$ cat src/rtl/hpe_pkg.sv
// Shared types, register codes and the sigmoid entry function for the heatmap peak extractor.
// No dependencies.
package hpe_pkg;

    localparam int unsigned MAX_COLUMNS_DEF     = 256;
    localparam int unsigned MAX_KEYPOINTS_DEF   = 64;
    localparam int unsigned SIGMOID_ENTRIES_DEF = 1024;
    localparam int unsigned QUEUE_DEPTH         = 8;

    localparam logic [15:0] THRESHOLD_RST = 16'd217;
    localparam logic [8:0]  ROWS_RST      = 9'd17;
    localparam logic [8:0]  COLUMNS_RST   = 9'd17;
    localparam logic [6:0]  KEYPOINTS_RST = 7'd17;
    localparam logic [11:0] BLOCK_W_RST   = 12'd16;
    localparam logic [11:0] BLOCK_H_RST   = 12'd16;

    localparam longint unsigned Q31_ONE = 64'd2147483648;

    typedef enum logic [2:0] {
        REG_THRESHOLD = 3'd0,
        REG_ROWS      = 3'd1,
        REG_COLUMNS   = 3'd2,
        REG_KEYPOINTS = 3'd3,
        REG_BLOCK_W   = 3'd4,
        REG_BLOCK_H   = 3'd5
    } reg_idx_t;

    // Clamped grid sizes and scale factors, as the datapath sees them
    typedef struct packed {
        logic signed [15:0] thr;
        logic [8:0]         rows;
        logic [8:0]         cols;
        logic [6:0]         planes;
        logic [11:0]        bw;
        logic [11:0]        bh;
    } cfg_t;

    // One queued input: which of its four decision points are peaks and their data
    typedef struct packed {
        logic [3:0]              peak;
        logic [3:0][15:0]        score;
        logic [3:0][15:0]        off_y;
        logic [3:0][15:0]        off_x;
        logic [7:0]              row;
        logic [7:0]              col;
        logic [5:0]              plane;
    } job_t;

    // restoring long division, used only while building constant tables
    function automatic longint unsigned udiv64(longint unsigned a, longint unsigned b);
        longint unsigned q;
        longint unsigned r;
        q = '0;
        r = '0;
        for (int k = 63; k >= 0; k--)
        begin
            r = {r[62:0], a[k]};
            if (r >= b)
            begin
                r = r - b;
                q[k] = 1'b1;
            end
        end
        return q;
    endfunction

    function automatic logic [15:0] sigmoid_entry(int unsigned i, int unsigned n);
        longint          d;
        longint          ad;
        longint unsigned u;
        longint unsigned term;
        longint          sum;
        longint unsigned e;
        longint unsigned num;
        longint unsigned den;
        longint unsigned q;
        d = 2 * longint'(i) + 1 - longint'(n);
        ad = (d < 0) ? -d : d;
        u = udiv64(unsigned'(ad) << 30, longint'(n));
        term = Q31_ONE;
        sum = longint'(Q31_ONE);
        for (int k = 1; k <= 14; k++)
        begin
            term = udiv64((term * u) >> 31, longint'(k));
            if ((k & 1) == 1)
                sum = sum - longint'(term);
            else
                sum = sum + longint'(term);
        end
        e = (sum < 0) ? 64'd0 : longint'(sum);
        if (e > Q31_ONE)
            e = Q31_ONE;
        for (int k = 0; k < 4; k++)
            e = (e * e + (64'd1 << 30)) >> 31;
        num = (d >= 0) ? Q31_ONE : e;
        den = Q31_ONE + e;
        q = udiv64(num * 64'd65536 + (den >> 1), den);
        return (q > 64'd65535) ? 16'hFFFF : q[15:0];
    endfunction

endpackage

$ cat src/rtl/hpe_queue.sv
// Short job queue between the front end and the back end.
// Depends on hpe_pkg.
module hpe_queue (
    input  logic          clk,
    input  logic          rst_n,
    input  logic          push,
    input  hpe_pkg::job_t push_job,
    input  logic          pop,
    output hpe_pkg::job_t head,
    output logic          not_empty,
    output logic [$clog2(hpe_pkg::QUEUE_DEPTH+1)-1:0] free
);
    import hpe_pkg::*;

    localparam int unsigned PW = $clog2(QUEUE_DEPTH);
    localparam int unsigned CW = $clog2(QUEUE_DEPTH + 1);

    job_t          slot_reg [QUEUE_DEPTH];
    logic [PW-1:0] wr_reg, rd_reg;
    logic [CW-1:0] count_reg;

    always_ff @(posedge clk or negedge rst_n)
    begin
        if (!rst_n)
        begin
            wr_reg <= '0;
            rd_reg <= '0;
            count_reg <= '0;
        end
        else
        begin
            // depth is a power of two: pointers wrap by themselves
            if (push)
                wr_reg <= wr_reg + PW'(1);
            if (pop)
                rd_reg <= rd_reg + PW'(1);
            if (push && !pop)
                count_reg <= count_reg + CW'(1);
            else if (pop && !push)
                count_reg <= count_reg - CW'(1);
        end
    end

    always_ff @(posedge clk)
    begin
        if (push)
            slot_reg[wr_reg] <= push_job;
    end

    assign head = slot_reg[rd_reg];
    assign not_empty = (count_reg != '0);
    assign free = CW'(QUEUE_DEPTH) - count_reg;

endmodule

$ cat config.mk
export PLATFORM = sky130hd
export DESIGN_NAME = hpe_queue
export DESIGN_NICKNAME = d
export VERILOG_FILES = /design/src/rtl/hpe_pkg.sv /design/src/rtl/hpe_queue.sv
export SDC_FILE = /design/constraint.sdc
export NUM_CORES = 2
export LEC_CHECK = 0
export BUFFER_PORTS_ARGS = -buffer_cell sky130_fd_sc_hd__buf_2
export CAP_MARGIN = 20
export CORE_MARGIN = 1
export CORE_UTILIZATION = 60
export DETAILED_ROUTE_END_ITERATION = 12
export GPL_ROUTABILITY_DRIVEN = 0
export PLACE_DENSITY_LB_ADDON = 0.2
export SLEW_MARGIN = 20
export SYNTH_ARGS = -nofsm -noshare
export SYNTH_HDL_FRONTEND = slang
export SYNTH_SLANG_ARGS = --single-unit
export TNS_END_PERCENT = 10
$ cat constraint.sdc
create_clock -name clk -period 39 [get_ports clk]
set_input_delay 11.7 -clock clk [delete_from_list [all_inputs] [get_ports clk]]
set_output_delay 11.7 -clock clk [all_outputs]
set_load 0.03 [all_outputs]
==> impl_metrics.csv <==
group,metric,value,unit
run_status,status,"finished clean",
power_and_ir_drop,p_switching,1.94,mW
power_and_ir_drop,switching_share,32.5,%
power_and_ir_drop,combinationalPowerShare,32.8,%
cts,clk_pin_slew,60,ps
synthesis,ys_top_cells_by_count,"1,744 x edfxtp_1, 428 x mux4_1, 221 x mux2_2",
grt,grt_busiest_layer,"met2",
grt,grt_pass1_wl,198,mm
cts,cts_hold_buf,0,
power_and_ir_drop,peakVddDrop,0.0620,mV
grt,grt_max_degree,197,
synthesis,synthDominantCellAreaShare,77.2,%
sta,timing.fmax,0.0608,GHz
floorplanning,dieArea,114000,µm²
grt,grtUsageMet3,6.36,%
synthesis,avgSynthCellArea,26.2,µm²
critical_path,endpoint_kind,"primary output",
final_layout,largest_reg_flops,1744,
detailed_routing,drt_pass1_iterations,7,
floorplanning,start_util,60.4,%
synthesis,yosysMostFrequentCell,"edfxtp_1",
final_layout,seq_area,52600,µm²
power_and_ir_drop,pwr-share-seq,41.2,%
synthesis,ys.warnings.count,0,
sta,rsz0062_at_grt,"false",
grt,grt_util_met2,38.8,%
cts,cts_resized,0,
critical_path,cp_max_fo,101,
sta,final-setup-viol-count,0,
synthesis,yosys.cell_types.count,31,
final_layout,nets,3349,
detailed_routing,vias,29500,
sta,slew_viol_final,0,
critical_path,crit_path_start_kind,"register",
critical_path,r2r_start,"wr_reg[2]",
synthesis,synthTopCellsByArea,"edfxtp_1 77%, mux4_1 17%, mux2_2 3.7%",
final_layout,nFillCells,6765,
critical_path,rr_worst_depth,4,
detailed_routing,viasPerCell,6.18,
final_layout,fin_area,76900,µm²
detailed_routing,detail_route.wl_per_cell,28.3,µm
cts,clk_latency,770,ps
synthesis,async_reset_ff_share,0.570,%
detailed_routing,drc,0,
synthesis,ys_seq_area_share,77.5,%
sta,relSlewSlack,20.3,%
detailed_routing,ant_nets,0,
critical_path,endpoint,"head[181]",
critical_path,startpoint,"rd_reg[0]",
critical_path,worstReg2RegEnd,"slot_reg[1][159]",
detailed_routing,drt_iter0_markers,2104,
sta,final.period_utilization,42.2,%
cts,clockBufferDepth,3,
grt,grt_use_met1,32.0,%
grt,grt_pass1_vias,30900,
cts,post-cts-setup-buffer-count,0,
synthesis,ys_seq_elements,1754,
synthesis,syn-cell-area,67900,µm²
floorplanning,die_h,338,µm
place,hpwlAfterDp,69.9,mm
power_and_ir_drop,p_leak,26.1,nW
synthesis,synth_edf_count,1744,
cts,cts_buffers,173,
grt,grt_antenna_before_repair,44,
final_layout,area_delta_synth_final,13.3,%
place,io_buffers,444,
critical_path,crit_required,27300,ps
critical_path,worst-setup-path-type,"reg -> out",
synthesis,syn-num-nets,2815,
synthesis,synth_top_cell_by_area,"edfxtp_1",
critical_path,rrSetupSlack,36040,ps
sta,finClkSkew,19.7,ps
power_and_ir_drop,power_frac_clock,26.0,%
place,placed_area,71500,µm²
grt,grt-ovfl-total,0,
power_and_ir_drop,p_per_area,77.3,nW/µm²
floorplanning,num_rows,123,
synthesis,netlist_instances,2586,
critical_path,critPathArrivalTime,4740,ps
sta,tightest_slew,1200,ps
final_layout,drive_gt1_share,29.3,%
sta,fin_setup_tns,0,ps
detailed_routing,routed_wl,135,mm
grt,track_usage,23.8,%
floorplanning,ios,445,
synthesis,ys.flop_type,"edfxtp_1",
cts,cts_max_level,4,
cts,cts_tree,"built",
cts,cts.sinks,1754,
sta,fin_crit,16440,ps
job,drv_cap,0,
floorplanning,coreArea,112000,µm²
final_layout,multi_input_area,14300,µm²
min_path,min-delay-path-class,"reg -> reg",
cts,cts_root_buf,"clkbuf_16",
sta,hold_viol,0,
power_and_ir_drop,internal_power,4.01,mW
floorplanning,fp.dieW,338,µm
[critical path, stage by stage (launching register included)]
cell	delay [ps]
dfrtp_4	780
buf_12	350
buf_16	480
buf_4	960
mux4_1	690
mux2_2	290
buf_2	180
[placed cells by master, fill, tap and decap left out, types with 8 or more instances in the layout]
master / synthesis / final
edfxtp_1: 1744 / 1744
buf_2: 12 / 444
mux4_1: 428 / 428
mux2_2: 221 / 221
clkbuf_16: 0 / 177
clkbuf_1: 38 / 41
clkinv_1: 0 / 36
buf_4: 1 / 24
clkinv_2: 0 / 23
diode_2: 0 / 17
buf_12: 0 / 12
mux4_2: 8 / 8
bufinv_16: 0 / 8
[cell type report]
class                   instances  area share [%]
clock buffers                 218            5.96
multi-input cells             704            18.6
well taps                    1500            2.44
clock inverters                87           0.940
inverters                       4          0.0195
repair buffers                483            3.54
flip-flops and latches       1754            68.4
diodes                         17          0.0553
[metrics by stage]
stage	setup WS [ps]	utilization, %	power (mW)	hold slack (ps)	cells
after floorplan	11470	-	4.00	457	2586
after global placement	23000	63.6	4.41	476	4441
after detailed placement	23410	63.6	4.45	479	4442
after CTS	22570	68.4	6.01	495	4747
after global routing	22360	68.4	6.17	549	4758
final	22560	68.5	5.95	495	4767
[power by group through the flow]
stage / clock [mW] / combinational, mW / sequential [mW]
after global placement: 0 / 1.93 / 2.48
after global routing: 1.66 / 2.05 / 2.47
final: 1.55 / 1.95 / 2.45
after CTS: 1.58 / 1.97 / 2.45
after detailed placement: 0 / 1.96 / 2.49
after floorplan: 0 / 1.46 / 2.54
[how the worst min path moves through the flow]
stage,start,endpoint,slack (ps),cells after the start
after detailed placement,wr_reg[2],wr_reg[2],480,1
after CTS,wr_reg[2],wr_reg[2],490,1
after floorplan,wr_reg[2],wr_reg[2],460,1
final,wr_reg[2],wr_reg[2],490,1
after global routing,wr_reg[2],wr_reg[2],550,1
after global placement,wr_reg[2],wr_reg[2],480,1
[kinds of logic after synthesis]
group                      after synthesis  synth area share (%)
AOI/OAI and AO/OA                        6                0.0608
xor gates and xnor gates                 8                 0.103
adders and majority gates                7                 0.140
buffers and inverters                  128                  1.47
DFF                                   1754                  77.5
muxes                                  658                  20.5
and+or+nand+nor                         25                 0.183
[per-layer routing]
metal | up-vias | routed length, µm
met4 | 48 | 2660
met2 | 883 | 67100
met5 | - | 290
met3 | 228 | 9700
met1 | 15600 | 55100
li1 | 12700 | -
Power figures use the tool's default switching activity.
